===== src/sv/mas_pkg.sv =====
// mas_pkg: shared constants, register indexes and sequencer states
// for the motion activity segmenter; no dependencies
package mas_pkg;

	localparam int TIME_BITS  = 40;
	localparam int COUNT_BITS = 24;
	localparam int SEG_BITS   = 20;
	localparam int LEVEL_BITS = 16;
	localparam int MOTION_BITS = 16;
	localparam int SUM_BITS   = 40;
	localparam int TOTAL_BITS = 36;
	localparam int GAP_BITS   = 24;
	localparam int CFG_BITS   = 24;
	localparam int IDX_BITS   = 2;
	localparam int NUM_BITS   = SUM_BITS + LEVEL_BITS;
	localparam int DEN_BITS   = COUNT_BITS + MOTION_BITS;
	localparam int CNT_BITS   = $clog2(LEVEL_BITS);

	localparam logic [COUNT_BITS-1:0] COUNT_MAX = '1;
	localparam logic [SEG_BITS-1:0]   SEG_MAX   = '1;
	localparam logic [SUM_BITS-1:0]   SUM_MAX   = '1;
	localparam logic [TOTAL_BITS-1:0] TOTAL_MAX = '1;

	localparam logic [MOTION_BITS-1:0] THRESHOLD_RESET = 16'd512;
	localparam logic [MOTION_BITS-1:0] NORM_RESET      = 16'd3072;
	localparam logic [GAP_BITS-1:0]    GAP_RESET       = 24'd120000;

	// register indexes
	localparam logic [IDX_BITS-1:0] REG_THRESHOLD = 2'd0;
	localparam logic [IDX_BITS-1:0] REG_NORM      = 2'd1;
	localparam logic [IDX_BITS-1:0] REG_GAP       = 2'd2;

	// input operations and result kinds
	localparam logic OP_FRAME     = 1'b0;
	localparam logic OP_END       = 1'b1;
	localparam logic KIND_SEGMENT = 1'b0;
	localparam logic KIND_SUMMARY = 1'b1;

	typedef enum logic [2:0] {
		S_IDLE,
		S_MUL,
		S_MEAN,
		S_CHECK,
		S_DIV,
		S_EMIT_SEG,
		S_EMIT_SUM
	} state_t;

endpackage


===== src/sv/motion_activity_segmenter_top.sv =====
// motion_activity_segmenter_top: segments frames by motion level, reports
// segment levels and an end-of-stream summary; depends on mas_pkg
//
// channel | direction | signals
// --------+-----------+-----------------------------------------------------
// in      | request   | in_valid, in_ready, operation, timestamp_us, motion
// out     | result    | out_valid, out_ready, kind, start_us, end_us, level,
//         |           | segment_count, last
// cfg     | write     | cfg_we, cfg_index, cfg_data
//
// a frame that opens or extends a segment is handled in the idle state; a
// frame that closes a segment runs the multiply, the range check, 16 divider
// steps (skipped when the range check clamps) and the emit; an end request
// with an open segment runs the single restoring divider once for the level
// and once for the mean. in_ready is high only while the sequencer is idle;
// an emit state waits while the output register still holds an untaken
// result. reset restores register defaults and clears all stream state.
module motion_activity_segmenter_top (
	input  logic                                  clk,
	input  logic                                  arst_n,
	input  logic                                  in_valid,
	output logic                                  in_ready,
	input  logic                                  operation,
	input  logic [mas_pkg::TIME_BITS-1:0]         timestamp_us,
	input  logic [mas_pkg::MOTION_BITS-1:0]       motion,
	output logic                                  out_valid,
	input  logic                                  out_ready,
	output logic                                  kind,
	output logic [mas_pkg::TIME_BITS-1:0]         start_us,
	output logic [mas_pkg::TIME_BITS-1:0]         end_us,
	output logic [mas_pkg::LEVEL_BITS-1:0]        level,
	output logic [mas_pkg::SEG_BITS-1:0]          segment_count,
	output logic                                  last,
	input  logic                                  cfg_we,
	input  logic [mas_pkg::IDX_BITS-1:0]          cfg_index,
	input  logic [mas_pkg::CFG_BITS-1:0]          cfg_data
);

	mas_pkg::state_t state_q, state_d;

	// configuration registers
	logic [mas_pkg::MOTION_BITS-1:0] threshold_q;
	logic [mas_pkg::MOTION_BITS-1:0] norm_q;
	logic [mas_pkg::GAP_BITS-1:0]    gap_q;

	// stream state
	logic                            seg_open_q;
	logic [mas_pkg::TIME_BITS-1:0]   seg_start_q;
	logic [mas_pkg::TIME_BITS-1:0]   seg_end_q;
	logic [mas_pkg::SUM_BITS-1:0]    sum_q;
	logic [mas_pkg::COUNT_BITS-1:0]  count_q;
	logic [mas_pkg::TOTAL_BITS-1:0]  total_q;
	logic [mas_pkg::SEG_BITS-1:0]    seen_q;

	// latched request
	logic                            end_op_q;
	logic                            reopen_q;
	logic [mas_pkg::TIME_BITS-1:0]   ts_q;
	logic [mas_pkg::MOTION_BITS-1:0] motion_q;

	// shared divider
	logic                            mean_q;
	logic [mas_pkg::NUM_BITS-1:0]    num_q;
	logic [mas_pkg::DEN_BITS-1:0]    den_q;
	logic [mas_pkg::DEN_BITS-1:0]    rem_q;
	logic [mas_pkg::LEVEL_BITS-1:0]  lo_q;
	logic [mas_pkg::LEVEL_BITS-1:0]  quo_q;
	logic [mas_pkg::CNT_BITS-1:0]    cnt_q;

	// output register
	logic                            out_valid_q;
	logic                            kind_q;
	logic [mas_pkg::TIME_BITS-1:0]   start_q;
	logic [mas_pkg::TIME_BITS-1:0]   end_q;
	logic [mas_pkg::LEVEL_BITS-1:0]  level_q;
	logic [mas_pkg::SEG_BITS-1:0]    segcnt_q;
	logic                            last_q;

	// combinational helpers
	logic                            active;
	logic [mas_pkg::TIME_BITS-1:0]   ts_diff;
	logic                            gap_break;
	logic                            out_free;
	logic                            emit_go;
	logic                            clamp;
	logic [mas_pkg::DEN_BITS:0]      trial;
	logic                            trial_ge;
	logic [mas_pkg::MOTION_BITS-1:0] norm_eff;
	logic [mas_pkg::DEN_BITS-1:0]    den_prod;
	logic                            seen_inc;
	logic [mas_pkg::SEG_BITS-1:0]    seen_next;
	logic [mas_pkg::TOTAL_BITS:0]    total_sum;
	logic [mas_pkg::TOTAL_BITS-1:0]  total_next;
	logic [mas_pkg::SUM_BITS:0]      sum_ext;

	// request classification
	assign active    = motion >= threshold_q;
	assign ts_diff   = timestamp_us - seg_end_q;
	assign gap_break = (timestamp_us > seg_end_q) &&
		(ts_diff > mas_pkg::TIME_BITS'(gap_q));
	assign out_free  = !out_valid_q || out_ready;

	// an emit state loads the output register this cycle
	assign emit_go = ((state_q == mas_pkg::S_EMIT_SEG) ||
		(state_q == mas_pkg::S_EMIT_SUM)) && out_free;

	// divider step and range check
	assign clamp    = num_q[mas_pkg::NUM_BITS-1 -: mas_pkg::DEN_BITS] >= den_q;
	assign trial    = {rem_q, lo_q[mas_pkg::LEVEL_BITS-1]};
	assign trial_ge = trial >= (mas_pkg::DEN_BITS+1)'(den_q);

	// level denominator
	assign norm_eff = (norm_q == '0) ? mas_pkg::MOTION_BITS'(1) : norm_q;
	assign den_prod = mas_pkg::DEN_BITS'(count_q) * mas_pkg::DEN_BITS'(norm_eff);

	// segment bookkeeping on close
	assign seen_inc   = seen_q != mas_pkg::SEG_MAX;
	assign seen_next  = seen_q + mas_pkg::SEG_BITS'(seen_inc);
	assign total_sum  = (mas_pkg::TOTAL_BITS+1)'(total_q) +
		(mas_pkg::TOTAL_BITS+1)'(quo_q);
	assign total_next = total_sum[mas_pkg::TOTAL_BITS] ? mas_pkg::TOTAL_MAX :
		total_sum[mas_pkg::TOTAL_BITS-1:0];
	assign sum_ext    = (mas_pkg::SUM_BITS+1)'(sum_q) +
		(mas_pkg::SUM_BITS+1)'(motion);

	// state register
	always_ff @(posedge clk or negedge arst_n) begin
		if (!arst_n) begin
			state_q <= mas_pkg::S_IDLE;
		end else begin
			state_q <= state_d;
		end
	end

	// next state and handshake
	always_comb begin
		state_d  = state_q;
		in_ready = 1'b0;
		case (state_q)
			mas_pkg::S_IDLE: begin
				in_ready = 1'b1;
				if (in_valid) begin
					if (operation == mas_pkg::OP_END) begin
						state_d = seg_open_q ? mas_pkg::S_MUL : mas_pkg::S_MEAN;
					end else if (seg_open_q && (!active || gap_break)) begin
						state_d = mas_pkg::S_MUL;
					end
				end
			end
			mas_pkg::S_MUL: begin
				state_d = mas_pkg::S_CHECK;
			end
			mas_pkg::S_MEAN: begin
				state_d = (seen_q == '0) ? mas_pkg::S_EMIT_SUM : mas_pkg::S_CHECK;
			end
			mas_pkg::S_CHECK: begin
				if (clamp) begin
					state_d = mean_q ? mas_pkg::S_EMIT_SUM : mas_pkg::S_EMIT_SEG;
				end else begin
					state_d = mas_pkg::S_DIV;
				end
			end
			mas_pkg::S_DIV: begin
				if (cnt_q == '0) begin
					state_d = mean_q ? mas_pkg::S_EMIT_SUM : mas_pkg::S_EMIT_SEG;
				end
			end
			mas_pkg::S_EMIT_SEG: begin
				if (out_free) begin
					state_d = end_op_q ? mas_pkg::S_MEAN : mas_pkg::S_IDLE;
				end
			end
			mas_pkg::S_EMIT_SUM: begin
				if (out_free) begin
					state_d = mas_pkg::S_IDLE;
				end
			end
			default: begin
				state_d = mas_pkg::S_IDLE;
			end
		endcase
	end

	// datapath, stream state and output register
	always_ff @(posedge clk or negedge arst_n) begin
		if (!arst_n) begin
			threshold_q <= mas_pkg::THRESHOLD_RESET;
			norm_q      <= mas_pkg::NORM_RESET;
			gap_q       <= mas_pkg::GAP_RESET;
			seg_open_q  <= 1'b0;
			seg_start_q <= '0;
			seg_end_q   <= '0;
			sum_q       <= '0;
			count_q     <= '0;
			total_q     <= '0;
			seen_q      <= '0;
			end_op_q    <= 1'b0;
			reopen_q    <= 1'b0;
			mean_q      <= 1'b0;
			out_valid_q <= 1'b0;
		end else begin
			// configuration writes
			if (cfg_we) begin
				case (cfg_index)
					mas_pkg::REG_THRESHOLD: threshold_q <= cfg_data[mas_pkg::MOTION_BITS-1:0];
					mas_pkg::REG_NORM:      norm_q      <= cfg_data[mas_pkg::MOTION_BITS-1:0];
					mas_pkg::REG_GAP:       gap_q       <= cfg_data[mas_pkg::GAP_BITS-1:0];
					default: ;
				endcase
			end

			// result loaded or taken
			if (emit_go) begin
				out_valid_q <= 1'b1;
			end else if (out_valid_q && out_ready) begin
				out_valid_q <= 1'b0;
			end

			case (state_q)
				mas_pkg::S_IDLE: begin
					if (in_valid) begin
						end_op_q <= operation;
						ts_q     <= timestamp_us;
						motion_q <= motion;
						reopen_q <= (operation == mas_pkg::OP_FRAME) && active &&
							seg_open_q && gap_break;
						if (operation == mas_pkg::OP_FRAME && active) begin
							if (!seg_open_q) begin
								// start a segment
								seg_open_q  <= 1'b1;
								seg_start_q <= timestamp_us;
								seg_end_q   <= timestamp_us;
								sum_q       <= mas_pkg::SUM_BITS'(motion);
								count_q     <= mas_pkg::COUNT_BITS'(1);
							end else if (!gap_break) begin
								// extend the open segment
								seg_end_q <= timestamp_us;
								if (count_q != mas_pkg::COUNT_MAX) begin
									count_q <= count_q + mas_pkg::COUNT_BITS'(1);
									sum_q   <= sum_ext[mas_pkg::SUM_BITS] ? mas_pkg::SUM_MAX :
										sum_ext[mas_pkg::SUM_BITS-1:0];
								end
							end
						end
					end
				end
				mas_pkg::S_MUL: begin
					// numerator sum*65535, denominator count*norm
					mean_q <= 1'b0;
					den_q  <= den_prod;
					num_q  <= {sum_q, mas_pkg::LEVEL_BITS'(0)} -
						mas_pkg::NUM_BITS'(sum_q);
				end
				mas_pkg::S_MEAN: begin
					mean_q <= 1'b1;
					quo_q  <= '0;
					den_q  <= mas_pkg::DEN_BITS'(seen_q);
					num_q  <= mas_pkg::NUM_BITS'(total_q);
				end
				mas_pkg::S_CHECK: begin
					if (clamp) begin
						quo_q <= '1;
					end else begin
						rem_q <= num_q[mas_pkg::NUM_BITS-1 -: mas_pkg::DEN_BITS];
						lo_q  <= num_q[mas_pkg::LEVEL_BITS-1:0];
						cnt_q <= '1;
					end
				end
				mas_pkg::S_DIV: begin
					// one restoring step per cycle
					rem_q <= trial_ge ? mas_pkg::DEN_BITS'(trial - (mas_pkg::DEN_BITS+1)'(den_q)) :
						trial[mas_pkg::DEN_BITS-1:0];
					lo_q  <= {lo_q[mas_pkg::LEVEL_BITS-2:0], 1'b0};
					quo_q <= {quo_q[mas_pkg::LEVEL_BITS-2:0], trial_ge};
					cnt_q <= cnt_q - mas_pkg::CNT_BITS'(1);
				end
				mas_pkg::S_EMIT_SEG: begin
					if (out_free) begin
						kind_q      <= mas_pkg::KIND_SEGMENT;
						start_q     <= seg_start_q;
						end_q       <= seg_end_q;
						level_q     <= quo_q;
						segcnt_q    <= seen_next;
						last_q      <= !end_op_q;
						seen_q      <= seen_next;
						if (seen_inc) begin
							total_q <= total_next;
						end
						if (reopen_q) begin
							seg_open_q  <= 1'b1;
							seg_start_q <= ts_q;
							seg_end_q   <= ts_q;
							sum_q       <= mas_pkg::SUM_BITS'(motion_q);
							count_q     <= mas_pkg::COUNT_BITS'(1);
						end else begin
							seg_open_q  <= 1'b0;
							seg_start_q <= '0;
							seg_end_q   <= '0;
							sum_q       <= '0;
							count_q     <= '0;
						end
					end
				end
				mas_pkg::S_EMIT_SUM: begin
					if (out_free) begin
						kind_q      <= mas_pkg::KIND_SUMMARY;
						start_q     <= '0;
						end_q       <= '0;
						level_q     <= quo_q;
						segcnt_q    <= seen_q;
						last_q      <= 1'b1;
						seg_open_q  <= 1'b0;
						seg_start_q <= '0;
						seg_end_q   <= '0;
						sum_q       <= '0;
						count_q     <= '0;
						total_q     <= '0;
						seen_q      <= '0;
					end
				end
				default: ;
			endcase
		end
	end

	// output ports
	assign out_valid     = out_valid_q;
	assign kind          = kind_q;
	assign start_us      = start_q;
	assign end_us        = end_q;
	assign level         = level_q;
	assign segment_count = segcnt_q;
	assign last          = last_q;

	// summary results close the request and carry no times
	a_summary_last: assert property (@(posedge clk) disable iff (!arst_n)
		out_valid && kind == mas_pkg::KIND_SUMMARY |-> last && start_us == '0 && end_us == '0)
		else $error("summary result malformed");

	// a reported segment is always counted
	a_segment_counted: assert property (@(posedge clk) disable iff (!arst_n)
		out_valid && kind == mas_pkg::KIND_SEGMENT |-> segment_count != '0)
		else $error("segment reported with zero count");

	// the divider never runs with a zero denominator
	a_den_nonzero: assert property (@(posedge clk) disable iff (!arst_n)
		state_q == mas_pkg::S_DIV |-> den_q != '0)
		else $error("divider running on zero denominator");

	// an open segment always holds at least one frame
	a_open_count: assert property (@(posedge clk) disable iff (!arst_n)
		seg_open_q |-> count_q != '0)
		else $error("open segment with zero frame count");

endmodule


===== config.mk =====
export PLATFORM = sky130hd
export DESIGN_NAME = motion_activity_segmenter_top
export DESIGN_NICKNAME = d
export VERILOG_FILES = /design/src/sv/mas_pkg.sv /design/src/sv/motion_activity_segmenter_top.sv
export SDC_FILE = /design/constraint.sdc
export NUM_CORES = 2
export LEC_CHECK = 0
export ABC_AREA = 1
export BUFFER_PORTS_ARGS = -buffer_cell sky130_fd_sc_hd__buf_2
export CORE_MARGIN = 2
export CORE_UTILIZATION = 35
export DETAILED_ROUTE_END_ITERATION = 10
export GPL_TIMING_DRIVEN = 0
export SYNTH_ARGS = -nofsm -noshare
export SYNTH_HDL_FRONTEND = slang
export SYNTH_SLANG_ARGS = --single-unit

===== constraint.sdc =====
create_clock -name clk -period 7.55 [get_ports clk]
set_clock_uncertainty 0.05 [all_clocks]
set_input_delay 1.51 -clock clk [delete_from_list [all_inputs] [get_ports clk]]
set_output_delay 1.51 -clock clk [all_outputs]
set_load 0.02 [all_outputs]

======== Word level (Yosys, flattened, before mapping) ========
Cells that the tools add are included.
storage, ports and cells
  flip-flop bits (word level) ............. 610
  output and inout bits ................... 120
  logic and storage cells ................. 190
cells by class
  add/subtract/negate cells ............... 8
  $mul .................................... 1
  magnitude comparators ................... 5
  equality and inequality tests ........... 22
  muxes and demuxes ....................... 82
  bitwise gates (word level) .............. 1
  reduce and logical (&&, ||, !) cells .... 42
operators by type and width
  cell                   count
  $mux 40                21
  $pmux 40 s3            3
  $pmux 40 s2            4
  $mux 24                7
  $mux 36                4
  $pmux 56 s2            1
  $pmux 20 s2            2
  $sub 40x40->40         2
  $pmux 24 s3            1
  $pmux 36 s2            1
  $mux 16                4
  $mux 20                3
  $sub 56x40->56         1
  $pmux 16 s3            1
  $add 40x16->41         1
  $ge 41x40->1           1
  $ge 40x40->1           1
  $gt 40x24->1           1
  $gt 40x40->1           1
  $mul 24x16->40         1
  $add 36x16->37         1
  $pmux 16 s2            1
  $add 24x1->24 const B  1
  $ne 24x24->1 const B   1
  37 further kinds       96

======== Depth between registers and ports, before layout ========
  depth after elaboration ................. 9
  depth in mapped cells ................... 32

======== Least setup slack after synthesis ========
Ideal clock, no wire load.
  path type ............................... input to register
  from .................................... input arst_n
  to ...................................... register den_q[0] (netlist bit), enable pin
  library setup time ...................... 0.583 ns
  arrival time ............................ 6.244 ns
  data required time ...................... 6.917 ns
  path slack .............................. 0.674 ns
  stages on the path ...................... 2
  path through ............................ inv_1 > a21oi_1
on the way
  cells in the longest elaborated chain, start to end .. 1
RTL lines
  what                        line                                  RTL
  start: declaration          motion_activity_segmenter_top.sv:20   input logic arst_n,
  $reduce_and 2->1 (no line)  n/a
  end signal: assignment      motion_activity_segmenter_top.sv:250  den_q <= den_prod;
  end signal: assignment      motion_activity_segmenter_top.sv:257  den_q <= mas_pkg::DEN_BITS'(seen_q);
  end: declaration            motion_activity_segmenter_top.sv:64   logic [mas_pkg::DEN_BITS-1:0] den_q;
Every way passes these cells.
A chain may end at the register's enable or synchronous reset.

======== Final worst setup path ========
  from .................................... register norm_q[9] (netlist bit)
  to ...................................... register den_q[35] (netlist bit), data pin
on the way
  cells in the longest elaborated chain, start to end .. 4
RTL lines
  what                      line                                  RTL
  start: declaration        motion_activity_segmenter_top.sv:43   logic [mas_pkg::MOTION_BITS-1:0] norm_q;
  start signal: assignment  motion_activity_segmenter_top.sv:188  norm_q <= mas_pkg::NORM_RESET;
  start signal: assignment  motion_activity_segmenter_top.sv:206  mas_pkg::REG_NORM: norm_q <= cfg_data[mas_pkg::MOTION_BITS-1:0];
  $logic_not 16->1          motion_activity_segmenter_top.sv:113  assign norm_eff = (norm_q == '0) ? mas_pkg::MOTION_BITS'(1) : norm_q;
  $mux 16 (*)               motion_activity_segmenter_top.sv:113
  $mul 24x16->40 (*)        motion_activity_segmenter_top.sv:114  assign den_prod = mas_pkg::DEN_BITS'(count_q) * mas_pkg::DEN_BITS'(norm_eff);
  $pmux 40 s2 (*)           motion_activity_segmenter_top.sv:219  case (state_q)
Every way passes the cells marked *; elsewhere a longest branch is shown, timed or not.

==> impl_summary.md <==
Synthesis
The synthesized flop and latch total is 610. The number of enable flip-flop cells after synthesis is between 300 and 400. The area of the mapped netlist is between 50000 and 60000 um2.

The distinct cell type count of the synthesized netlist is 65. The average instance in the mapped netlist occupies approximately 8 um2. For this run, asynchronously set or reset flops after synthesis account for 43.3%. In the post-synthesis netlist, the biggest area contributors are edfxtp_1, dfrtp_1, fa_1. Summed over its instances, the top area cell type makes up between 20% and 30% of the synthesized netlist area. Counting every instance in the synthesized netlist gives 6391. The sequential share of the synthesized area is ~34%. During synthesis, Yosys emitted a total of 0 warnings. When the netlist entered floorplanning its net count stood at ~7100. In the synthesized netlist the dominant register cell turns out to be edfxtp_1. The cell type contributing the most total cell area after synthesis is edfxtp_1.

Setup path
The worst setup path is captured at a flip-flop. Setup slack on the worst reg-to-reg path comes out at ~0.47 ns. The largest individual stage delay along the critical path comes from the cell fa_1. The worst setup path is launched from a flip-flop.

The worst endpoint data arrival time is 7.41 ns. The worst register-to-register path begins at norm_q[9]$_DFFE_PN0P_. By startpoint and endpoint, the worst setup path is classified as flip-flop to flip-flop. For this run, the slowest stage of the critical path takes 0.56 ns. The destination of the worst register-to-register timing path is den_q[35]$_SDFFCE_PP0P_. The required arrival time at the worst endpoint is 7.88 ns. The logic depth of the worst register-to-register path is 26. In this run the worst path has a maximum fanout of 10.

Timing
The highest clock rate is about 0.14 GHz. The number of pins with negative max-slew slack in the final report is 0. The remaining max-slew budget at the tightest pin is between 30% and 40%. The worst path meets setup with between 0.4 and 0.5 ns of slack.

Setup repair after global routing left no endpoint under its margin. The count of final hold-check violations is 0. Of the available clock period, the critical path in the final layout requires a little over nine tenths. Hold timing on the final database bottoms out at a slack of between 0.4 and 0.5 ns. The post-route minimum period is 7.08 ns.

For the pin with the worst max-slew slack, the measured transition is 0.985 ns. The final setup violation count is 0.

Final layout
The area taken by multi-input logic gates is ~28000 um2. The filler cell count in the final layout is 14652. The sequential cells in the finished layout cover a total of about 17000 um2. Once layout is complete, the cells apart from fillers number approximately 8600. The area growth from synthesis to layout is 11.9%. The final layout contains about 7400 nets. Once layout is done, the placed cells without fillers occupy between 50000 and 60000 um2. Cells with a size suffix above 1 make up 8.34% of the layout.

Drt
After detailed routing, the number of vias per cell comes to just over 5. The via count of the routed design is between 40000 and 50000. For this run, design rule violations remaining after detail routing come to 0. After detailed routing, the average wire length per cell comes to 19.2 um. The iteration count of the initial detailed-routing pass is 7. The count of routing violations after the opening detailed-route iteration is around 3800. The residual antenna-violating net count after detailed routing is 0.

The routed design has 166000 um of wire.

Clock network
The H-tree depth reported by CTS is 3. The number of buffers added by the clock tree synthesis step is 71. Clock tree synthesis found a total of 610 sinks.

The clock-pin slew on the worst setup and hold paths is ~0.06 ns. At the later pin of the worst-skew pair, clock insertion delay measures roughly 0.65 ns. The number of buffers inserted by hold repair at cts is 0.

In this run the post-CTS setup repair buffer count came out at 0. The library cell used as clock root buffer is clkbuf_16. TritonCTS built the clock tree.

In this run the deepest clock path goes through 3 buffers.

Global routing
The number of antenna violations at the first check in global routing was 7. The largest net degree at the start of global routing is ~110. The wire length of the first global-routing pass is 255000 um. The number of global-route vias before repair is roughly 43000. The total routing usage reported by global routing is between 20 and 25%.

Summed over all layers, the global routing overflow is 0.

Die
For this configuration, the core starts out at a cell density of between 30% and 40%. The floorplan die height is about 380 um. The floorplan has 139 rows. For this design the top-level I/O count stands at about 210. The core region is around 140000 um2.

The floorplan step defined a die boundary enclosing 148000 um2. The horizontal extent of the die is between 300 and 400 um.

Placement
Before CTS, the worst setup slack after placement is approximately 0.2 ns. In this run the tool buffered the top-level ports with 207 buffer cells. The routability-driven placement congestion ratio is a little under 1. The total placed instance area is roughly 54000 um2. After detailed placement, the design holds a cell count of 8513. The detailed placement HPWL is between 100000 and 150000 um.

Power and ir drop
In this run the power density over the cells is 323 nW/um2. Net switching is a little under half of the power. The combinational share of power is between 50% and 60%. The worst-case IR drop observed on VDD is roughly 0.21 mV.

The analysis attributes to net switching a power of 0.00854 W. The leakage power of the design is between 20 and 30 nW. Per report_power, the sequential group accounts for approximately 30% of the total. The internal power summed over all cells is between 0.009 and 0.01 W. The clock network burns between 10% and 20% of the power.

Job
Across the run, the number of max-cap violations was 0.

Worst hold path
The cell depth of the worst min-delay path is 2. The start point of the worst hold path is gap_q[8]$_DFFE_PN0P_. The hold-critical path endpoint is gap_q[8]$_DFFE_PN0P_. The path class of the tightest hold or removal check is flip-flop to flip-flop.

Status
The run finished with clean final reports.
[area by class of cell]
class                           instances  area share, %
Multi-Input combinational cell       4328           49.6
Sequential cell                       610           30.0
Inverter                             1222           8.08
Tap cell                             1903           4.20
Clock buffer                           95           3.52
Timing Repair Buffer                  219           2.29
Buffer                                221           1.81
Clock inverter                         32          0.536
Antenna cell                            1        0.00441
[flip-flops by register name (all words and copies together), names as in the netlist, 40 cells and up]
| signal | count |
|---|---|
| seg_end_q | 40 |
| end_us | 40 |
| sum_q | 40 |
| start_us | 40 |
| den_q | 40 |
| seg_start_q | 40 |
| rem_q | 40 |
| num_q | 56 |
| ts_q | 40 |
[metrics by stage]
step / power, W / setup TNS (ns) / util [%]
after floorplan: 0.0117 / 0 / -
after global placement: 0.0147 / -2321.62 / 37.7
after detailed placement: 0.0148 / 0 / 37.9
after CTS: 0.0183 / 0 / 39.5
after global routing: 0.0197 / 0 / 39.5
final: 0.0183 / 0 / 39.5
[routing by layer]
metal	track usage, %	wire [um]
met5	0	60
met4	6.05	4800
met3	3.88	11600
met2	36.2	75800
met1	30.6	73400
[worst max-delay path: cells and delay by family, from the launching register on]
kind | cells | cell delay [ns]
AND/OR/NAND/NOR | 8 | 0.86
adder cells (fa/ha/maj) | 7 | 3.46
AO/OA/AOI/OAI | 3 | 0.75
buffers and inverters | 8 | 1.34
flip-flops | 1 | 0.32
[timing repair]
item                                    4_1_cts  5_1_grt
hold endpoints to repair                      0        0
resized for setup                             0       32
endpoints found under the setup margin        0        7
[synth_stat cells, types with 38 or more instances]
library cell  instances
a21oi_1             313
a22o_1               39
a31oi_1              40
clkbuf_1            171
dfrtp_1             254
edfxtp_1            346
fa_1                310
ha_1                333
inv_1              1213
nand2_1            1628
nand2_2              38
nand3_1             186
nand4_1              51
nor2_1              374
nor3_1               71
o21ai_0             459
o21ai_2              63
xnor2_1              63
xor2_1               84
[power groups by stage]
stage	sequential, W	clock, W	combinational [W]
floorplan	0.00528	0	0.00638
global placement	0.00551	0	0.00915
detailed placement	0.00545	0	0.00934
CTS	0.00539	0.00351	0.00940
global route	0.00551	0.00364	0.0105
finish	0.00543	0.00346	0.00942
[cell families (layout without fill, tap and decap cells)]
logic type	after synthesis	in the layout	share of synthesized area (%)
adders and majority gates	643	643	20.4
and+or+nand+nor	2445	2445	19.9
AOI/OAI and AO/OA	1093	1093	12.5
xor gates and xnor gates	147	147	2.54
buffers and inverters	1453	1789	11.1
DFF	610	610	33.5
other	0	1	0
[worst max-delay path by stage]
| stage | startpoint | endpoint | slack [ns] | depth (start not counted) |
|---|---|---|---|---|
| finish | norm_q[9]$_DFFE_PN0P_ | den_q[35]$_SDFFCE_PP0P_ | 0.47 | 26 |
| global route | norm_q[6]$_DFFE_PN0P_ | den_q[39]$_SDFFCE_PP0P_ | 0.005 | 25 |
| CTS | norm_q[5]$_DFFE_PN0P_ | den_q[38]$_SDFFCE_PP0P_ | 0.19 | 27 |
| detailed placement | norm_q[5]$_DFFE_PN0P_ | den_q[38]$_SDFFCE_PP0P_ | 0.20 | 27 |
| global placement | arst_n | den_q[20]$_SDFFCE_PP0P_ | -8.02 | 3 |
| floorplan | arst_n | den_q[0]$_DFFE_PP_ | 0.67 | 2 |
[cell usage in the layout (no fill, tap or decap), drive strengths merged, types with 6 or more instances in the layout]
cell type	instances
inv	1221
a21oi	314
nand3b	12
a31oi	40
o22ai	7
ha	333
nand2	1666
dfstp	10
or2	20
nor2	385
dfrtp	254
xor2	84
xnor2	63
clkinv	25
nand4	54
o221ai	14
buf	281
a21o	17
fa	310
o31ai	7
nor3	74
a21boi	18
a211oi	6
edfxtp	346
nor4	34
a22o	39
o21ai	538
o21bai	21
nand3	191
a22oi	8
clkbuf	254
o211ai	23
o21a	29
No activity file was read; power rests on OpenSTA's default activity.
